<file path="config.mk">
export PLATFORM = sky130hd
export DESIGN_NAME = gop4_lane
export DESIGN_NICKNAME = d
export VERILOG_FILES = /design/src/rtl/core/gop4_pkg.sv /design/src/rtl/core/gop4_lane.sv
export SDC_FILE = /design/constraint.sdc
export NUM_CORES = 2
export LEC_CHECK = 0
export BUFFER_PORTS_ARGS = -buffer_cell sky130_fd_sc_hd__buf_2
export CORE_MARGIN = 4
export CORE_UTILIZATION = 45
export CTS_BUF_LIST = sky130_fd_sc_hd__clkbuf_8
export CTS_CLUSTER_SIZE = 40
export DETAILED_ROUTE_END_ITERATION = 8
export PLACE_DENSITY = 0.72
export SETUP_SLACK_MARGIN = 0.15
export SKIP_CTS_REPAIR_TIMING = 1
export SLEW_MARGIN = 20
export SYNTH_ARGS = -nofsm -noshare
export SYNTH_HDL_FRONTEND = slang
export SYNTH_SLANG_ARGS = --single-unit
</file>
<file path="constraint.sdc">
create_clock -name clk -period 6.05 [get_ports clk]
set_clock_uncertainty 0.15 [all_clocks]
set_input_delay 0.3025 -clock clk [delete_from_list [all_inputs] [get_ports clk]]
set_output_delay 0.3025 -clock clk [all_outputs]
set_load 0.02 [all_outputs]
</file>
<file path="src/rtl/core/gop4_pkg.sv">
// Shared types and constants for the 4x4 outer-product GEMM tile.
package gop4_pkg;

	localparam int TILE          = 4;
	localparam int DATA_W        = 16;
	localparam int PROD_W        = 2 * DATA_W;
	localparam int ACC_W         = 48;
	localparam int ROW_W         = $clog2(TILE);
	localparam int PRELOAD_SHIFT = 8;

	localparam logic CMD_PRELOAD = 1'b0;
	localparam logic CMD_ACC     = 1'b1;

	typedef logic signed [DATA_W-1:0] data_t;
	typedef logic signed [PROD_W-1:0] prod_t;
	typedef logic signed [ACC_W-1:0]  acc_t;
	typedef data_t [TILE-1:0]         data_row_t;
	typedef acc_t [TILE-1:0]          acc_row_t;
	typedef acc_row_t [TILE-1:0]      acc_tile_t;

	typedef struct packed {
		logic             cmd;
		logic [ROW_W-1:0] row;
		data_t            a_row0;
		data_t            a_row1;
		data_t            a_row2;
		data_t            a_row3;
		data_t            b_col0;
		data_t            b_col1;
		data_t            b_col2;
		data_t            b_col3;
		logic             last_step;
	} item_t;

	typedef struct packed {
		logic [ROW_W-1:0] out_row;
		acc_t             c_col0;
		acc_t             c_col1;
		acc_t             c_col2;
		acc_t             c_col3;
		logic             last_row;
	} result_t;

	typedef struct packed {
		logic capture;
		logic commit_acc;
		logic commit_pre;
	} lane_ctrl_t;

endpackage

</file>
<file path="src/rtl/core/gop4_lane.sv">
// One accumulator row: four registered multipliers feeding four 48-bit accumulators.
module gop4_lane (
	input  logic                  clk,
	input  logic                  arst_n,
	input  gop4_pkg::lane_ctrl_t  ctrl,
	input  gop4_pkg::data_t       a,
	input  gop4_pkg::data_row_t   b,
	input  gop4_pkg::data_row_t   pre,
	output gop4_pkg::acc_row_t    sum
);
	import gop4_pkg::*;

	prod_t prod_s1 [TILE];
	acc_t  acc_q   [TILE];

	always_ff @(posedge clk) begin
		if (ctrl.capture) begin
			for (int j = 0; j < TILE; j++) begin
				prod_s1[j] <= $signed(a) * $signed(b[j]);
			end
		end
	end

	always_comb begin
		for (int j = 0; j < TILE; j++) begin
			sum[j] = acc_q[j] + acc_t'(prod_s1[j]);
		end
	end

	always_ff @(posedge clk or negedge arst_n) begin
		if (!arst_n) begin
			for (int j = 0; j < TILE; j++) begin
				acc_q[j] <= '0;
			end
		end else if (ctrl.commit_acc) begin
			for (int j = 0; j < TILE; j++) begin
				acc_q[j] <= sum[j];
			end
		end else if (ctrl.commit_pre) begin
			// Q8.8 -> Q32.16
			for (int j = 0; j < TILE; j++) begin
				acc_q[j] <= acc_t'($signed(pre[j])) <<< PRELOAD_SHIFT;
			end
		end
	end

endmodule

</file>
==> metrics.yaml <==
sta:
  slew_violations: 0
  finalSetupViolCount: 0
  relSlewSlack: 0.2461
  hold_viol: 0
  max_slew.worst_pin.slew_ns: 1.131
  fmax_mhz: 172.6
  finalSetupTns_ns: 0
  rsz0062_at_grt: "yes"
  post-route-period-util: 0.9576
  final.min_clock_period_ns: 5.793
clock_tree:
  cts_max_level: 3
  clk_pin_slew_ns: 0.05
  cts_tree: "built"
  clk-insertion-delay-late_ns: 0.72
  cts_buffers: 67
  cts_buffer_depth: 3
  cts.sink_count: 320
  root_buffer: "clkbuf_8"
final_layout:
  multi_input_area_um2: 46860
  ff_latch_area_um2: 8648
  areaGrowthSynthToFinish_pct: 16.90
  drive_above_1_share: 0.1537
  num-nets-final: 9030
  fillCellCount: 12120
floorplan:
  std_cell_rows: 134
  die_y_um: 374.6
  start_util: 0.4531
  die_w_um: 374.6
  dieArea_um2: 140300
  core_um2: 133500
  io_pins: 341
logic_synthesis:
  syn_nets: 8284
  syn_inst: 6567
  synthDistinctLibCells: 92
  yosys_warnings: 0
  seq_area_frac_synth: 0.1430
  syn_area_per_cell_um2: 9.209
  synth-seq-cells: 320
  yosys_most_used_dff: "dfrtp_1"
  synth-edff-count: 128
  synthesis.area_um2: 60480
  synthArstFlopShare: 0.6000
global_route:
  grt_pass1_wl_um: 270000
  overflow: 0
  first_global_vias: 50160
  antenna_found_initial: 39
  grt_max_degree: 125
  grt_usage: 0.2397
drt:
  wl_um: 167500
  antenna_left: 0
  first_iter_violations: 3410
  wl_per_cell_um: 18.30
  viasPerCell: 5.261
  drt-pass1-iter-count: 5
  dr_total_vias: 48170
  drc_errors: 0
run_status:
  status: "complete, no violations"
critical_path:
  reg2reg_depth: 12
  cp.required_ns: 6.35
  critPathKind: "primary input to register"
  cp_data_arrival_time_ns: 6.09
  crit_fanout: 8
  end_kind: "register"
  cp-start-kind: "primary input"
flow_run:
  max_cap_viol_count: 0
worst_hold_path:
  hold_class: "primary input to register"
  hold_depth: 2
place:
  detailed_place_hpwl_um: 139800
  port_buffers: 340
  place_congestion: 0.9384
## through the flow
stage	instance area, um^2	std cells	hold slack, ns	worst slack (ns)	utilization
after floorplan	61290	6567	-0.1431	-0.1877	-
after global placement	68220	8937	0.3286	-0.5197	0.5112
after detailed placement	68220	8937	0.3437	-0.5696	0.5112
after CTS	69640	9059	-0.4845	0.1972	0.5218
after global routing	70660	9140	0.0005828	0.08798	0.5294
final	70700	9156	0.02620	0.2566	0.5297
## placed cells by master, fill, tap and decap left out, types with 22 or more instances in the layout
cell / n
nand2b_1: 42
clkbuf_8: 83
a22o_1: 34
nor3_1: 32
dlygate4sd3_1: 68
nand3_1: 48
ha_1: 498
o21a_1: 45
and3_1: 23
edfxtp_1: 128
buf_2: 329
fa_1: 1034
buf_4: 505
dfrtp_1: 192
nor2b_1: 27
xnor2_1: 220
mux2i_1: 60
inv_1: 1200
o21ai_0: 236
xor2_1: 104
buf_12: 30
nand4_1: 37
nand2_1: 736
diode_2: 22
and2_1: 507
a31oi_1: 39
a21oi_1: 344
nor2_1: 192
o21bai_1: 43
a21o_1: 190
## cell type report
type,instances,share of cell area
Timing Repair Buffer,960,0.09948
Tap cell,1768,0.03129
Sequential cell,320,0.1223
Antenna cell,22,0.0007787
Clock buffer,82,0.01596
Multi-Input combinational cell,4776,0.6628
Clock inverter,40,0.004212
Inverter,1188,0.06309
## synth_stat cells, types with 7 or more instances
library cell | count | area [um^2]
a211o_1 | 8 | 70.07
a211oi_1 | 18 | 135.1
a21boi_0 | 13 | 97.59
a21o_1 | 190 | 1426
a21oi_1 | 361 | 1807
a22o_1 | 34 | 297.8
a31o_2 | 11 | 96.34
a31oi_1 | 42 | 262.8
and2_1 | 514 | 3216
and3_1 | 24 | 150.1
buf_1 | 9 | 33.78
clkbuf_1 | 266 | 998.5
dfrtp_1 | 192 | 4805
edfxtp_1 | 128 | 3844
fa_1 | 1052 | 21060
ha_1 | 516 | 6456
inv_1 | 1186 | 4452
mux2i_1 | 60 | 600.6
nand2_1 | 741 | 2781
nand2b_1 | 42 | 262.8
nand3_1 | 50 | 250.2
nand4_1 | 37 | 231.5
nor2_1 | 195 | 732.0
nor2b_1 | 27 | 168.9
nor3_1 | 36 | 180.2
o211ai_1 | 15 | 112.6
o21a_1 | 45 | 337.8
o21ai_0 | 245 | 1226
o21bai_1 | 44 | 330.3
o31ai_1 | 12 | 90.09
or3_1 | 7 | 43.79
xnor2_1 | 220 | 1927
xor2_1 | 104 | 910.9
## per-layer routing
layer,vias up,global-route usage,part of all wire
met5,-,0,0.00094
met4,24,0.06842,0.028
met3,274,0.05371,0.083
met2,1534,0.3714,0.45
met1,24050,0.3384,0.44
li1,22290,-,-
## registers in the layout, summed over array words and instances, names as in the netlist
register  count
acc_q       192
prod_s1     128
## critical path: stages
cell      delay, ns
clkbuf_4       0.17
buf_12         0.15
buf_6          0.15
nand2_2        0.07
inv_1          0.07
fa_2           0.65
fa_1           0.48
fa_1           0.51
fa_1           0.53
fa_1           0.50
inv_1          0.05
fa_1           0.48
inv_1          0.04
ha_1           0.28
buf_4          0.17
inv_1          0.07
o21bai_1       0.07
a21o_1         0.19
a21oi_2        0.15
o21ai_2        0.10
nor3_2         0.18
nand4_1        0.18
a31o_2         0.31
a21oi_2        0.14
xnor2_1        0.08
## logic make-up after synthesis
kind of cell    after synthesis  share of synthesized area
buf+inv                    1471                    0.09209
xor+xnor                    324                    0.04692
simple gates               1708                     0.1370
fa+ha+maj                  1568                     0.4550
compound gates             1115                     0.1159
flops                       320                     0.1430
mux                          61                    0.01012
## worst paths after layout
| path | start | endpoint | slack (ns) |
|---|---|---|---|
| worst min-delay path | b[0] | prod_s1[0][0] | 0.03 |
| worst max register to register | acc_q[52] | acc_q[86] | 1.71 |
| worst max-delay path | a[15] | prod_s1[1][30] | 0.26 |
| worst min register to register | acc_q[147] | acc_q[147] | 0.36 |
| min in group asynchronous | arst_n | acc_q[186] | 0.12 |
| max in group asynchronous | arst_n | acc_q[41] | 4.44 |
Power is left out: the tool's default activity adds up to more than one toggle a clock period on the data nets, which glitch-free logic cannot reach.
