### config.mk
export PLATFORM = sky130hd
export DESIGN_NAME = gop4_emit
export DESIGN_NICKNAME = d
export VERILOG_FILES = /design/src/rtl/core/gop4_pkg.sv /design/src/rtl/core/gop4_emit.sv
export SDC_FILE = /design/constraint.sdc
export NUM_CORES = 1
export LEC_CHECK = 0
export BUFFER_PORTS_ARGS = -buffer_cell sky130_fd_sc_hd__buf_4
export CAP_MARGIN = 20
export CORE_AREA = 2 2 375 377
export DETAILED_ROUTE_END_ITERATION = 7
export DIE_AREA = 0 0 377 379
export PLACE_DENSITY = 0.45
export SYNTH_ARGS = -nofsm -noshare
export SYNTH_HDL_FRONTEND = slang
export SYNTH_SLANG_ARGS = --single-unit
### constraint.sdc
create_clock -name clk -period 18.8 [get_ports clk]
set_input_delay 1.88 -clock clk [delete_from_list [all_inputs] [get_ports clk]]
set_output_delay 1.88 -clock clk [all_outputs]
set_load 0.05 [all_outputs]
### src/rtl/core/gop4_pkg.sv
// Shared types and constants for the 4x4 outer-product GEMM tile.
package gop4_pkg;

	localparam int TILE          = 4;
	localparam int DATA_W        = 16;
	localparam int PROD_W        = 2 * DATA_W;
	localparam int ACC_W         = 48;
	localparam int ROW_W         = $clog2(TILE);
	localparam int PRELOAD_SHIFT = 8;

	localparam logic CMD_PRELOAD = 1'b0;
	localparam logic CMD_ACC     = 1'b1;

	typedef logic signed [DATA_W-1:0] data_t;
	typedef logic signed [PROD_W-1:0] prod_t;
	typedef logic signed [ACC_W-1:0]  acc_t;
	typedef data_t [TILE-1:0]         data_row_t;
	typedef acc_t [TILE-1:0]          acc_row_t;
	typedef acc_row_t [TILE-1:0]      acc_tile_t;

	typedef struct packed {
		logic             cmd;
		logic [ROW_W-1:0] row;
		data_t            a_row0;
		data_t            a_row1;
		data_t            a_row2;
		data_t            a_row3;
		data_t            b_col0;
		data_t            b_col1;
		data_t            b_col2;
		data_t            b_col3;
		logic             last_step;
	} item_t;

	typedef struct packed {
		logic [ROW_W-1:0] out_row;
		acc_t             c_col0;
		acc_t             c_col1;
		acc_t             c_col2;
		acc_t             c_col3;
		logic             last_row;
	} result_t;

	typedef struct packed {
		logic capture;
		logic commit_acc;
		logic commit_pre;
	} lane_ctrl_t;

endpackage

### src/rtl/core/gop4_emit.sv
// Output stage: snapshots the finished tile and drains it one row per transaction.
module gop4_emit (
	input  logic                 clk,
	input  logic                 arst_n,
	input  logic                 snap,
	input  gop4_pkg::acc_tile_t  rows,
	output logic                 busy,
	output logic                 result_valid,
	input  logic                 result_stall,
	output gop4_pkg::result_t    result
);
	import gop4_pkg::*;

	acc_row_t         buf_q [TILE];
	logic [ROW_W-1:0] cnt_q;
	logic             valid_q;
	logic             take;

	assign take         = valid_q && !result_stall;
	assign busy         = valid_q;
	assign result_valid = valid_q;

	always_comb begin
		result.out_row  = cnt_q;
		result.c_col0   = buf_q[0][0];
		result.c_col1   = buf_q[0][1];
		result.c_col2   = buf_q[0][2];
		result.c_col3   = buf_q[0][3];
		result.last_row = (cnt_q == ROW_W'(TILE - 1));
	end

	always_ff @(posedge clk or negedge arst_n) begin
		if (!arst_n) begin
			valid_q <= 1'b0;
			cnt_q   <= '0;
		end else if (snap) begin
			valid_q <= 1'b1;
			cnt_q   <= '0;
		end else if (take) begin
			cnt_q <= cnt_q + 1'b1;
			if (cnt_q == ROW_W'(TILE - 1)) begin
				valid_q <= 1'b0;
			end
		end
	end

	// rows shift toward slot 0 as they are taken
	always_ff @(posedge clk) begin
		if (snap) begin
			for (int k = 0; k < TILE; k++) begin
				buf_q[k] <= rows[k];
			end
		end else if (take) begin
			for (int k = 0; k < TILE - 1; k++) begin
				buf_q[k] <= buf_q[k + 1];
			end
		end
	end

endmodule

==> summary.md <==
The final layout contains 3207 nets. The final period demand of the worst path works out to 6410 ps. Sorting the synthesized cells by area gives the leading types as sky130_fd_sc_hd__edfxtp_1, sky130_fd_sc_hd__mux2_2, sky130_fd_sc_hd__buf_4. In this run the most critical hold path is launched from buf_q[0][440]. At the end of routability-driven placement, the weighted congestion stood at 0.867.

The count of state elements after synthesis is 771. The mean instance size in the synthesized netlist works out to 19.7 um^2. STA classifies the critical path startpoint as an input port. The count of routing violations after the opening detailed-route iteration was 825; the maximum fanout along the worst path was 158. The tool flagged a number of max-cap violations equal to 0.

After detailed routing, the number of remaining DRC violations is 0. After synthesis, the largest area contributor takes up 72.5% of total cell area. The run gives 6680 ps as the endpoint arrival time on the critical path. Area overhead of the layout relative to synthesis: 33.0%. The main combinational cell family by area after synthesis was multiplexers.

Counting every net in the synthesized netlist gives 2387. The number of vias in the routed layout was 16835; the final setup violation count was 0. The post-synthesis compound-gate area fraction works out to 0.0236%.

Cells with a size suffix above 1 make up 64.9% of the layout. Dividing total power by cell area gives a power density of 104 mW/mm^2. Leading area contributor after synthesis: sky130_fd_sc_hd__edfxtp_1.

The number of iterations in the first detailed-routing pass was 6. In this run the remaining antenna-violating nets after routing total 0. STA classifies the critical path endpoint as a flip-flop. The area share of and/or/nand/nor cells after synthesis came out at 0.146%.

For the number of sinks handled by clock tree synthesis, the log shows 771. The worst register-to-register path begins at busy. In the final timing run, aggregate negative setup slack is 0 ps. IR analysis of the VDD net gives a maximum drop of 0.0717 mV.

The later pin in the worst-skew pair is clocked with a latency of 690 ps. Of the post-synthesis cell area, the part taken by muxes is 20.4%. In this run the number of H-tree levels came out at 3. At the pin with the least slew margin, the transition time is 1060 ps. The launch point of the critical path is snap. In the routed layout, each cell is associated on average with a via count of 3.89.

The number of clock buffers inserted by TritonCTS is 90. Setup repair after global routing left no endpoint under its margin. The part of the cycle the worst path needs is 34.1%, and the clock edge transition at the registers on the reported setup and hold paths is 60 ps. Global routing finished with a remaining overflow of 0. The leakage power summed over all cells came out at 16.1 nW.

After legalization and detailed placement, the total HPWL measured 68.9 mm. The placeable core region was 0.139 mm^2; the fraction of the core area covered by cells at the end of the flow was 30.5%. The Yosys step of the flow raised 0 warnings. The parity-gate share of the synthesized area counting xor and xnor cells came out at 0.0275%. TritonCTS built the clock tree.

The share of synthesized cell area in full adder, half adder and majority cells was 0.0393%; the relative max-transition margin was 29.6%. The initialized floorplan defines 137 standard-cell rows. After synthesis, the netlist uses 14 different library cells. Following the worst setup path forward leads to its endpoint at buf_q[0][242]. The number of buffers on the longest clock path was 3. Once the floorplan was initialized, standard cells occupied 22.9% of the core. Buffers inserted to repair hold after CTS numbered 0. For the post-CTS setup buffer count, the log shows 0. The logs give 93.6 mm for the final wirelength and 1614 for the instance count of the mapped netlist. Entering global routing, the biggest net connects 159 pins.

The root buffer cell chosen for the clock tree is sky130_fd_sc_hd__clkbuf_16. The die is 379 um tall. The endpoint identified for the worst register-to-register timing path is buf_q[0][242]. The register area share after synthesis is 72.7%, and the number of antenna violations at the first check in global routing is 19. The number of hold-slack violations in the final timing report was 0; the total of buffers placed on input and output ports was 968. The number of fillers in the final layout was 13810; the die outline width was 377 um. For the worst flop-to-flop path, the logic depth is 5.

The number of global-route vias before repair was 18135; the total die area was 0.143 mm^2. The flow ran to the end, and the final reports show no timing, DRC or antenna violations. The run gives 14100 ps as the worst setup slack for register-to-register paths. For the maximum clock frequency, the log shows 156 MHz. Pin placement for this block handled 969 I/O pins. The synthesized netlist occupies a cell area of 0.0318 mm^2. The post-cts repair resize count was 0.

The global-route wire length before repair is 128 mm, and the mean routed wirelength per cell is 21.6 um. The final setup skew is 42.5 ps. The number of max-slew violations in the final report came out at 0.

In this run the worst hold path is classified as reg -> reg. The run gives 12.5% as the total track usage. The tools report the required arrival time at the worst endpoint as 19070 ps. The critical path in this run is classified as in -> reg.
registers in the layout, summed over array words and instances, names as in the netlist:
name and count:
buf_q 768, cnt_q 2, busy 1
cell type report:
class                           count  area (um^2)  share of cell area (%)
Clock buffer                      115         2350                    5.54
Sequential cell                   771        23100                    54.7
Tap cell                         1807         2260                    5.34
Timing Repair Buffer              985         7450                    17.6
Antenna cell                       11         27.5                  0.0651
Clock inverter                     49          515                    1.22
Multi-Input combinational cell    586         6580                    15.5
metrics by stage:
step,power (mW),std cells,setup WS [ps],hold WS [ps],area (um^2)
after detailed placement,2.72,4148,11630,518,39400
after floorplan,2.55,1614,2150,508,31800
after global placement,2.71,4148,11800,515,39400
final,4.38,4324,12390,518,42300
after CTS,4.46,4312,12380,520,42300
after global routing,4.55,4321,12080,543,42300
worst min path at each step:
stage | to | slack (ps) | cells after the start
2_1_floorplan | buf_q[0][38] | 510 | 1
3_3_place_gp | buf_q[0][64] | 510 | 1
3_5_place_dp | buf_q[0][70] | 520 | 1
4_1_cts | buf_q[0][248] | 520 | 1
5_1_grt | buf_q[0][203] | 540 | 1
6_report | buf_q[0][248] | 520 | 1
cells by family after synthesis:
logic type | after synthesis
AOI/OAI and AO/OA | 1
xor gates and xnor gates | 1
DFF | 771
and+or+nand+nor | 6
muxes | 577
adders and majority gates | 1
buffers and inverters | 257
critical path, stage by stage:
cell and delay, ps:
sky130_fd_sc_hd__buf_8 380, sky130_fd_sc_hd__buf_4 600, sky130_fd_sc_hd__nand2b_4 880, sky130_fd_sc_hd__buf_12 580, sky130_fd_sc_hd__buf_4 900, sky130_fd_sc_hd__buf_4 920
power breakdown:
part | total, mW | leakage [nW] | switching [mW] | internal (mW)
sequential | 2.13 | 7.78 | 0.0493 | 2.08
combinational | 0.545 | 6.96 | 0.295 | 0.249
clock | 1.71 | 1.39 | 0.723 | 0.984
total | 4.38 | 16.1 | 1.07 | 3.31
cell usage in the layout, fill, tap and decap left out, types with 2 or more instances in the layout:
| cell | netlist | routed |
|---|---|---|
| sky130_fd_sc_hd__nor2_1 | 2 | 2 |
| sky130_fd_sc_hd__clkbuf_16 | 0 | 90 |
| sky130_fd_sc_hd__edfxtp_1 | 768 | 768 |
| sky130_fd_sc_hd__bufinv_16 | 0 | 7 |
| sky130_fd_sc_hd__buf_12 | 0 | 2 |
| sky130_fd_sc_hd__clkinv_1 | 0 | 22 |
| sky130_fd_sc_hd__diode_2 | 0 | 11 |
| sky130_fd_sc_hd__mux2_2 | 523 | 523 |
| sky130_fd_sc_hd__clkinv_2 | 0 | 12 |
| sky130_fd_sc_hd__dfrtp_1 | 3 | 3 |
| sky130_fd_sc_hd__buf_4 | 205 | 981 |
| sky130_fd_sc_hd__mux2_1 | 53 | 53 |
| sky130_fd_sc_hd__inv_6 | 0 | 3 |
| sky130_fd_sc_hd__clkinv_16 | 0 | 4 |
| sky130_fd_sc_hd__clkbuf_1 | 0 | 25 |
| sky130_fd_sc_hd__nand2b_1 | 3 | 2 |
metal layers:
metal / track usage (%) / routed length, um / part of all wire [%] / vias up
li1: - / - / - / 7721
met1: 13.6 / 34500 / 37 / 8342
met2: 21.9 / 48700 / 52 / 636
met3: 4.76 / 8050 / 8.6 / 126
met4: 4.38 / 2310 / 2.5 / 10
met5: 0 / 69 / 0.074 / -
cell usage after synthesis, drive strengths merged:
cell / number
a21o: 1
buf: 257
dfrtp: 3
edfxtp: 768
ha: 1
mux2: 576
mux2i: 1
nand2b: 3
nor2: 3
xor2: 1
Power figures use the tool's default switching activity.
